**config.mk**
```make
export PLATFORM = sky130hd
export DESIGN_NAME = mptf_ctrl
export DESIGN_NICKNAME = d
export VERILOG_FILES = /design/src/hw/rtl/mptf_pkg.sv /design/src/hw/rtl/mptf_ctrl.sv
export SDC_FILE = /design/constraint.sdc
export NUM_CORES = 1
export LEC_CHECK = 0
export BUFFER_PORTS_ARGS = -buffer_cell sky130_fd_sc_hd__buf_2
export CAP_MARGIN = 40
export CORE_ASPECT_RATIO = 0.8
export CORE_UTILIZATION = 40
export CTS_CLUSTER_DIAMETER = 100
export DETAILED_ROUTE_END_ITERATION = 7
export PLACE_DENSITY = 0.72
export SLEW_MARGIN = 25
export SYNTH_ARGS = -nofsm -noshare
export SYNTH_HDL_FRONTEND = slang
export SYNTH_SLANG_ARGS = --single-unit
```
**constraint.sdc**
```tcl
create_clock -name clk -period 1.6 [get_ports clk]
set_input_delay 0.16 -clock clk [delete_from_list [all_inputs] [get_ports clk]]
set_output_delay 0.16 -clock clk [all_outputs]
set_load 0.05 [all_outputs]
```
**src/hw/rtl/mptf_pkg.sv**
```systemverilog
// Package: shared types, codes and state encoding for the matrix pair timed fade unit.
package mptf_pkg;

  localparam int ELEMS = 12;
  localparam int NARROW_ELEMS = 9;
  localparam int NSTORE = 24;

  typedef enum logic [2:0] {
    MODE_WR_CUR  = 3'd0,
    MODE_WR_TGT  = 3'd1,
    MODE_SAVE    = 3'd2,
    MODE_RESTORE = 3'd3,
    MODE_READ    = 3'd4,
    MODE_START   = 3'd5,
    MODE_TICK    = 3'd6,
    MODE_NONE    = 3'd7
  } mode_t;

  typedef struct packed {
    logic [2:0]         mode;
    logic               matrix_sel;
    logic [3:0]         element;
    logic signed [31:0] value;
    logic               fade_kind;
  } in_word_t;

  typedef struct packed {
    logic               out_matrix;
    logic [3:0]         out_element;
    logic signed [31:0] out_value;
    logic               last;
    logic               fade_active;
  } out_word_t;

  typedef enum logic [3:0] {
    ST_IDLE,
    ST_COPY,
    ST_LOAD,
    ST_MUL,
    ST_DIV,
    ST_STORE,
    ST_TICK_END,
    ST_EMIT_RD,
    ST_EMIT,
    ST_OUT
  } state_t;

  typedef enum logic [2:0] {
    CP_SAVE,
    CP_RESTORE,
    CP_START
  } copy_t;

  // controller -> datapath
  typedef struct packed {
    logic       take_item;
    logic       do_write;
    logic       copy_en;
    copy_t      copy_kind;
    logic       clr_idx;
    logic       inc_idx;
    logic       load_elem;
    logic       mul_step;
    logic       div_start;
    logic       div_step;
    logic       store_res;
    logic       tick_end;
    logic       start_fade;
    logic       load_read;
    logic       load_emit;
    logic       load_out;
  } dp_cmd_t;

  // datapath -> controller
  typedef struct packed {
    logic       idx_last;
    logic       mul_done;
    logic       div_done;
    logic       running;
  } dp_stat_t;

  function automatic logic [31:0] fit(input logic [31:0] v, input logic [3:0] elem);
    if (elem < 4'(NARROW_ELEMS))
      fit = {{16{v[15]}}, v[15:0]};
    else
      fit = v;
  endfunction

endpackage

```
**src/hw/rtl/mptf_ctrl.sv**
```systemverilog
// Controller: sequencing state machine for commands, copies, fade ticks and output words.
module mptf_ctrl (
  input  logic               clk,
  input  logic               rst_n,
  input  logic               in_valid,
  output logic               in_stall,
  input  logic [2:0]         in_mode,
  output logic               out_valid,
  input  logic               out_stall,
  input  mptf_pkg::dp_stat_t stat,
  output mptf_pkg::dp_cmd_t  cmd
);
  import mptf_pkg::*;

  state_t state_r, state_nxt;
  mode_t  mode_r, mode_nxt;
  logic   ov_r, ov_nxt;
  logic   emit_r, emit_nxt;

  always_ff @(posedge clk) begin
    if (!rst_n) begin
      state_r <= ST_IDLE;
      mode_r  <= MODE_NONE;
      ov_r    <= 1'b0;
      emit_r  <= 1'b0;
    end else begin
      state_r <= state_nxt;
      mode_r  <= mode_nxt;
      ov_r    <= ov_nxt;
      emit_r  <= emit_nxt;
    end
  end

  assign out_valid = ov_r;
  assign in_stall  = (state_r != ST_IDLE);

  always_comb begin
    state_nxt = state_r;
    mode_nxt  = mode_r;
    ov_nxt    = ov_r;
    emit_nxt  = emit_r;
    cmd       = '0;
    cmd.copy_kind = CP_SAVE;
    if (ov_r && !out_stall)
      ov_nxt = 1'b0;
    case (state_r)
      ST_IDLE: begin
        if (in_valid) begin
          cmd.take_item = 1'b1;
          mode_nxt  = mode_t'(in_mode);
          cmd.clr_idx = 1'b1;
          state_nxt = ST_COPY;
        end
      end
      ST_COPY: begin
        case (mode_r)
          MODE_WR_CUR, MODE_WR_TGT: begin
            cmd.do_write = 1'b1;
            state_nxt = ST_IDLE;
          end
          MODE_SAVE, MODE_RESTORE, MODE_START: begin
            cmd.copy_en = 1'b1;
            cmd.copy_kind = (mode_r == MODE_SAVE) ? CP_SAVE :
                            (mode_r == MODE_RESTORE) ? CP_RESTORE : CP_START;
            cmd.inc_idx = 1'b1;
            if (stat.idx_last) begin
              cmd.start_fade = (mode_r == MODE_START);
              state_nxt = ST_IDLE;
            end
          end
          MODE_READ: state_nxt = ST_EMIT_RD;
          MODE_TICK: state_nxt = stat.running ? ST_LOAD : ST_IDLE;
          default:   state_nxt = ST_IDLE;
        endcase
      end
      ST_LOAD: begin
        cmd.load_elem = 1'b1;
        state_nxt = ST_MUL;
      end
      ST_MUL: begin
        cmd.mul_step = 1'b1;
        if (stat.mul_done)
          state_nxt = ST_DIV;
      end
      ST_DIV: begin
        cmd.div_start = 1'b1;
        state_nxt = ST_STORE;
        emit_nxt  = 1'b0;
      end
      ST_STORE: begin
        cmd.div_step = 1'b1;
        if (stat.div_done) begin
          emit_nxt = 1'b1;
        end
        if (emit_r) begin
          cmd.div_step  = 1'b0;
          cmd.store_res = 1'b1;
          cmd.inc_idx   = 1'b1;
          emit_nxt = 1'b0;
          state_nxt = stat.idx_last ? ST_TICK_END : ST_LOAD;
        end
      end
      ST_TICK_END: begin
        cmd.tick_end = 1'b1;
        cmd.clr_idx  = 1'b1;
        state_nxt = ST_EMIT;
      end
      ST_EMIT_RD: begin
        if (!ov_r || !out_stall) begin
          cmd.load_read = 1'b1;
          ov_nxt = 1'b1;
          state_nxt = ST_IDLE;
        end
      end
      ST_EMIT: begin
        cmd.load_out = 1'b1;
        if (!ov_r || !out_stall) begin
          cmd.load_emit = 1'b1;
          cmd.inc_idx = 1'b1;
          ov_nxt = 1'b1;
          if (stat.idx_last)
            state_nxt = ST_OUT;
        end
      end
      ST_OUT: begin
        if (!ov_r || !out_stall)
          state_nxt = ST_IDLE;
      end
      default: state_nxt = ST_IDLE;
    endcase
  end

endmodule

```
Yosys cells after proc, flatten, opt, wreduce, memory -nomap -nowiden. Cells that the tools add are included.

Register bits: 9. Bits of input ports: 11. Logic and storage cells: 80.

Equal/unequal tests: 22. Mux-type cells: 40. Reduce and logical (&&, ||, !) cells: 14.

Operators with widths (number): one-hot mux 4 bit (9 select lines) (1); 2-to-1 mux 4 bit (8); 2-to-1 mux 1 bit (19); equality test 4 x 3 -> 1 bit, second input constant (4); 2-to-1 mux 2 bit (6); one-hot mux 4 bit (3 select lines) (1); != test 2 bit, second input constant (5); equality test 3 bit, second input constant (3); equality test 4 x 2 -> 1 bit, second input constant (2); equality test 4 bit, second input constant (2); AND reduction 7 bit (1); equality test 3 x 2 -> 1 bit, second input constant (2); OR reduction 2 bit (3); 2-to-1 mux 5 bit (1); equality test 4 x 1 -> 1 bit, second input constant (1); logical NOT 4 bit (1); one-hot mux 1 bit (2 select lines) (2); nonzero test 4 bit (1); equality test 3 x 1 -> 1 bit, second input constant (1); logical NOT 3 bit (1); 2-to-1 mux 3 bit (1); != test 3 bit, second input constant (1); one-hot mux 1 bit (3 select lines) (1); OR reduction 3 bit (1); 6 further kinds (7).

Depth between registers and ports, before layout. Gate-level depths: netlist of run 1.

Word-level depth: 5. Depth in mapped cells: 7.

Worst setup path before layout of run 1. OpenSTA, ideal clock, no wires.

Kind: register to output. From: reg state_r[3]. To: out cmd[6] in the netlist's numbering. Arrival time: 2.174 ns. Data required time: 1.440 ns. Slack: -0.734 ns. Stages on the path, launching flop included: 4. Path buffers: 2. Cell sequence: dfxtp_1 -> clkbuf_1 -> clkbuf_1 -> nor4_1.

RTL lines: from (decl) (RTL line mptf_ctrl.sv:15) `state_t state_r, state_nxt;`; from (signal assigned) (RTL line mptf_ctrl.sv:27) `state_r <= state_nxt;`; to (decl) (RTL line mptf_ctrl.sv:11) `output mptf_pkg::dp_cmd_t cmd`.

==> run summary, run 1 <==
Vias per cell = 5.27
Largest net degree at the start of global routing = 14
#FFs+latches synth = 9
Pint = 0.508 mW
Crit-path max FO = 5
Initial antenna violation count = 0
Failing checks = negative setup slack
Synthesized area = 716 sq um
Switching share of power = 0.396
Yosys top cell area share = 0.252
Delay-heaviest family, CP = simple AND/OR/NAND/NOR gates
RSZ-0062 raised after global routing = yes
Maxcap violations = 0
Worst-skew pair later-pin latency = 0.27 ns
Place WS = -0.184 ns
Slew Viols, Final = 0
Warnings, synthesis = 0
Worst-path cell chain = nor4b_4, buf_4, o21ai_2, inv_2, or3_4, buf_8
Fin. Hold Viols = 0
Initial core utilization = 0.436
Vias = 954
Clock Power Share = 0.215
Net Sw Power = 0.332 mW
Setup crit start kind = flip-flop
PD cells = 638 nW/um^2
Residual DRC = 0
Die Ht = 39.8 um
CP Buf/Inv Count = 3
Critical Path Max Stage Delay = 0.38 ns
Detail Placement HPWL = 1610 um
Utilization after layout = 0.801
Clock buffer count from CTS = 3
Hold bufs inserted after CTS = 0
Layout cells sized above 1 = 0.579
Comb pwr share = 0.482
IO buf count = 29
WP data required = 1.44 ns
Fmax = 0.566 GHz
# clock sinks = 9
Max rail drop VDD = 0.515 mV
Core ar. = 1640 sq um
Global-route wire length before repair = 3610 um
CTS root buffer = clkbuf_4
Area leader, netlist = dfxtp_1
Static Leak = 0.620 nW
Critical Path Sink Type = output port
Sequential element share of the synthesized area = 0.252
Critical path class = flip-flop to output port
Gr usage total = 0.256
Final-report setup violation count = 7
Minimum clock period = 1.77 ns
HP Class = input pin to flip-flop
Htree depth = 1
Reg power frac = 0.303
# diodes = 0
Top cells by area, synth = dfxtp_1, mux2i_1, nand2_1
Row Count = 13
Max Root-Sink Buffers = 2
IO Count = 31
DRT Wirelength = 2480 um
Overall Power = 0.840 mW
Status = finished, violations left
Crit share post-route = 1.10
Worst path arrival time = 1.61 ns
CTS tree = done
DRT Pass-1 Iters = 4
Worst setup margin = -0.166 ns
GRT overflow = 0
Fin Clk Skew = 0.00313 ns
Layout area overhead = 83.9%
Routability Congestion = 0.842
Synth unique cells = 35
Clock transition at path regs = 0.06 ns
Syn_area_per_cell = 6.82 sq um
Initial drt markers = 14
Die X = 49.3 um
Slowest CP cell = or3_4
Post-route ant nets = 0
DR WL/cell = 13.7 um
Final Non-Filler Cells = 181
Final nets = 171
Syn_nets = 116
Fillers = 108
Die Area = 1960 sq um
Inst Count DP = 170
Worst Hold Slack = 0.104 ns
Vias in the first global route = 807
Syn Inst Count = 105
-- power groups by stage --
stage               Clock, mW  Sequential [mW]  Combinational [mW]
finish                  0.181            0.254               0.405
global route            0.197            0.255               0.428
CTS                     0.179            0.250               0.372
detailed placement          0            0.256               0.328
global placement            0            0.255               0.324
floorplan                   0            0.252               0.235
-- final timing paths --
check	slack [ns]	start	endpoint	depth (start not counted)
worst max-delay path	-0.17	state_r[0]$_SDFFE_PN0P_	cmd[10]	6
worst min-delay path	0.10	in_mode[1]	mode_r[1]$_SDFFE_PN1P_	3
worst min register to register	0.60	mode_r[1]$_SDFFE_PN1P_	mode_r[1]$_SDFFE_PN1P_	3
worst max register to register	0	state_r[2]$_SDFFE_PN0P_	state_r[3]$_SDFFE_PN0P_	6
-- state kept, by name (all words and copies together) (netlist names) --
signal and cells:
out_valid 1, mode_r 3, state_r 4, emit_r 1
-- stage by stage --
stage / setup TNS, ns / instance area, sq um
6_report: -0.654 / 1320
3_5_place_dp: -1.02 / 1050
2_1_floorplan: -0.942 / 764
4_1_cts: -0.287 / 1230
5_1_grt: -1.09 / 1320
3_3_place_gp: -0.713 / 1050
-- worst reg2reg max path: stages (launching register included) --
cell	delay, ns
dfxtp_4	0.38
nor4b_4	0.35
buf_4	0.17
o21ai_2	0.06
a21oi_1	0.20
or4_4	0.19
mux2i_1	0.18
-- per-layer routing --
| metal | GRT usage | routed length, um | up-vias |
|---|---|---|---|
| li1 | - | - | 467 |
| met1 | 0.314 | 1040 | 452 |
| met2 | 0.466 | 1310 | 31 |
| met3 | 0.0349 | 98 | 4 |
| met4 | 0.0956 | 29 | 0 |
| met5 | 0 | 0 | - |
-- cells by family after synthesis --
family / Yosys count / share of synthesized area
buffers and inverters: 13 / 0.0979
AO/OA/AOI/OAI: 16 / 0.131
other: 1 / 0.00524
multiplexers: 7 / 0.0979
flip-flops: 9 / 0.252
AND/OR/NAND/NOR: 59 / 0.416
-- layout by cell type (no fill, tap or decap), types with 4 or more instances in the layout --
| cell | Yosys | layout |
|---|---|---|
| buf_2 | 2 | 13 |
| nor3_1 | 7 | 4 |
| nor2_1 | 13 | 7 |
| mux2i_1 | 7 | 7 |
| nor2_4 | 0 | 4 |
| dfxtp_4 | 0 | 5 |
| buf_4 | 1 | 29 |
| buf_6 | 2 | 9 |
| a21oi_1 | 4 | 4 |
| nand2_1 | 15 | 15 |
| clkbuf_4 | 0 | 7 |
-- final cells by class --
cell class	instances	area, sq um	area share
Multi-Input combinational cell	83	584	0.444
Timing Repair Buffer	58	459	0.349
Sequential cell	9	200	0.152
Tap cell	22	27.5	0.0209
Clock buffer	4	26.3	0.0200
Inverter	5	18.8	0.0143
-- repair_timing --
item / CTS / global route
gates cloned: 0 / 0
buffers inserted: 6 / 1
setup endpoints to repair: 17 / 20
pin swaps: 2 / 3
endpoints found under the hold margin: 0 / 0
resized for setup: 34 / 27
-- cell usage after synthesis --
| cell | n |
|---|---|
| nand2_1 | 15 |
| o21ai_0 | 5 |
| a21oi_1 | 4 |
| or3b_2 | 1 |
| nor3_1 | 7 |
| a31oi_1 | 1 |
| nor4b_1 | 1 |
| nor2_1 | 13 |
| o21bai_1 | 1 |
| o21a_1 | 1 |
| o21ai_1 | 1 |
| nand2b_1 | 4 |
| and2_1 | 1 |
| or4_1 | 1 |
| nor4_1 | 1 |
| conb_1 | 1 |
| a21boi_0 | 1 |
| nand4_1 | 1 |
| mux2i_1 | 7 |
| or3_1 | 2 |
| inv_1 | 4 |
| and3_1 | 3 |
| buf_2 | 2 |
| buf_4 | 1 |
| nor2b_1 | 3 |
| clkbuf_1 | 3 |
| o22ai_1 | 1 |
| nand2b_2 | 1 |
| and2_0 | 1 |
| nand3_1 | 3 |
| o31a_1 | 1 |
| buf_6 | 2 |
| and3b_1 | 1 |
| inv_2 | 1 |
| dfxtp_1 | 9 |
No activity file was read; power rests on OpenSTA's default activity.
==> run 2: changes to the inputs <==
--- a/config.mk
+++ b/config.mk
@@ -12,6 +12,7 @@
 export CTS_CLUSTER_DIAMETER = 100
 export DETAILED_ROUTE_END_ITERATION = 7
 export PLACE_DENSITY = 0.72
+export SKIP_LAST_GASP = 1
 export SLEW_MARGIN = 25
 export SYNTH_ARGS = -nofsm -noshare
 export SYNTH_HDL_FRONTEND = slang
==> run 2 against run 1 <==
- the run still ends with negative setup slack left
- flip-flop and latch count stayed put
- global-route usage is 1.1 points lower
- critical endpoint is now cmd[3]
- fmax is 0.29% higher
==> run summary, run 2 (synthesized netlist as in run 1, its figures left out) <==
Status = finished, violations left
Failing checks = negative setup slack
IO buf count = 29 (unchanged)
HP Class = input pin to flip-flop
Fmax = 0.568 GHz (+0.29%)
Fin. Hold Viols = 0 (unchanged)
Die X = 49.3 um (unchanged)
Fin Clk Skew = 0.00186 ns (-0.00127 ns)
Vias in the first global route = 792 (-1.9%)
Max Root-Sink Buffers = 2 (unchanged)
Critical path class = flip-flop to output port
Die Ht = 39.8 um (unchanged)
Reg power frac = 0.308 (+0.005)
WHS Path Cells = 3 (unchanged)
Initial antenna violation count = 0 (unchanged)
Comb pwr share = 0.474 (-0.008)
Clock transition at path regs = 0.06 ns (about the same)
Largest net degree at the start of global routing = 14 (unchanged)
Residual DRC = 0 (unchanged)
Clock buffer count from CTS = 3 (unchanged)
CTS tree = done
Place WS = -0.184 ns (unchanged)
Minimum clock period = 1.76 ns (-0.00519 ns)
Reg2Reg Depth = 7 (+1)
RR Endpoint = state_r[1]$_SDFFE_PN0P_
Final-report setup violation count = 7 (unchanged)
Global-route wire length before repair = 3470 um (-3.8%)
Crit share post-route = 1.10 (-0.00324)
Row Count = 13 (unchanged)
Slew Viols, Final = 0 (unchanged)
Final setup TNS = -0.665 ns (-0.0111 ns)
Gr usage total = 0.245 (-0.0112)
DR WL/cell = 13.7 um (-0.28%)
Detail Placement HPWL = 1610 um (unchanged)
Setup crit start kind = flip-flop
# diodes = 0 (unchanged)
Net Sw Power = 0.325 mW (-2.3%)
Reg-to-reg slack, setup = -0.06 ns (-0.06 ns)
Static Leak = 0.619 nW (-0.12%)
Hold_sp = in_mode[1]
CTS root buffer = clkbuf_4
Switching share of power = 0.395 (-0.00102)
Commonest non-fill, non-tap cell in the layout = buf_4
Max rail drop VDD = 0.522 mV (+1.4%)
Vias per cell = 5.24 (-0.52%)
Worst setup margin = -0.161 ns (+0.00519 ns)
Routability Congestion = 0.842 (unchanged)
Initial drt markers = 36 (+22)
Fillers = 115 (+6.5%)
FF-to-FF Start = state_r[1]$_SDFFE_PN0P_
Crit-path max FO = 4 (-1)
DRT Wirelength = 2480 um (-0.28%)
IO Count = 31 (unchanged)
Commonest cells after routing, fill and taps aside = buf_4, buf_2, nand2_1
Vias = 949 (-0.52%)
DRT Pass-1 Iters = 4 (unchanged)
Biggest regs = state_r (4), mode_r (3)
PD cells = 633 nW/um^2 (-0.83%)
Htree depth = 1 (unchanged)
Core ar. = 1640 sq um (unchanged)
WP data required = 1.44 ns (about the same)
Max reg flops = 4 (unchanged)
GRT overflow = 0 (unchanged)
Initial core utilization = 0.436 (unchanged)
Worst-skew pair later-pin latency = 0.26 ns (about the same)
Layout cells sized above 1 = 0.591 (+0.0126)
Critical Path Sink Type = output port
Die Area = 1960 sq um (unchanged)
Hold bufs inserted after CTS = 0 (unchanged)
Final nets = 171 (unchanged)
RSZ-0062 raised after global routing = yes
# clock sinks = 9 (unchanged)
Clock Power Share = 0.218 (+0.003)
Pint = 0.498 mW (-1.9%)
Maxcap violations = 0 (unchanged)
Min-Delay Endpoint = mode_r[1]$_SDFFE_PN1P_
Layout area overhead = 81.6%
Top reg by flops = state_r
Post-route ant nets = 0 (unchanged)
Worst path arrival time = 1.60 ns (about the same)
==> run 2: through the flow <==
stage	total power, mW	util	instance area (sq um)	instances	hold WS [ns]
finish	0.823	0.791	1300	181	0.112
global route	0.868	0.791	1300	181	0.102
CTS	0.800	0.746	1230	180	0.113
detailed placement	0.584	0.640	1050	170	0.381
global placement	0.579	0.640	1050	170	0.371
floorplan	0.486	-	764	105	0.285
==> run 2: final cells by class <==
type | count | area [sq um] | area share
Tap cell | 22 | 27.5 | 0.0212
Timing Repair Buffer | 58 | 442 | 0.340
Multi-Input combinational cell | 83 | 587 | 0.451
Clock buffer | 4 | 26.3 | 0.0202
Inverter | 5 | 18.8 | 0.0144
Sequential cell | 9 | 199 | 0.153
==> run 2: how the worst max path moves through the flow <==
| stage | start | to | slack [ns] | cells after the start |
|---|---|---|---|---|
| floorplan | state_r[3]$_SDFFE_PN0P_ | cmd[8] | -0.30 | 3 |
| global placement | state_r[2]$_SDFFE_PN0P_ | state_r[3]$_SDFFE_PN0P_ | -0.14 | 5 |
| detailed placement | state_r[2]$_SDFFE_PN0P_ | state_r[3]$_SDFFE_PN0P_ | -0.18 | 5 |
| CTS | state_r[0]$_SDFFE_PN0P_ | cmd[1] | -0.08 | 5 |
| global route | state_r[2]$_SDFFE_PN0P_ | cmd[3] | -0.20 | 5 |
| finish | state_r[3]$_SDFFE_PN0P_ | cmd[3] | -0.16 | 5 |
==> run 2: timing repair <==
| item | in CTS | in global routing |
|---|---|---|
| setup buffers | 6 | 1 |
| setup endpoints to repair | 17 | 19 |
| hold endpoints to repair | 0 | 0 |
| resized for setup | 32 | 22 |
| pin swaps | 2 | 9 |
==> run 2: routing by layer <==
metal | GRT usage | share of wire | wire, um | vias to the layer above
li1 | - | - | - | 466
met1 | 0.302 | 0.44 | 1080 | 436
met2 | 0.442 | 0.50 | 1240 | 43
met3 | 0.0349 | 0.056 | 139 | 4
met4 | 0.0882 | 0.0081 | 20 | 0
met5 | 0 | 0 | 0 | -
==> run 2: worst max-delay path, stage by stage, from the launching register on <==
cell and delay (ns):
dfxtp_4 0.37, nor4b_4 0.34, nand2b_1 0.19, nor2_4 0.14, and2_4 0.16, buf_8 0.13
==> run 2: power groups by stage <==
stage | clock network, mW | logic [mW] | registers, mW
after detailed placement | 0 | 0.328 | 0.256
after global placement | 0 | 0.324 | 0.255
final | 0.179 | 0.390 | 0.253
after global routing | 0.198 | 0.415 | 0.255
after floorplan | 0 | 0.235 | 0.252
after CTS | 0.179 | 0.370 | 0.250
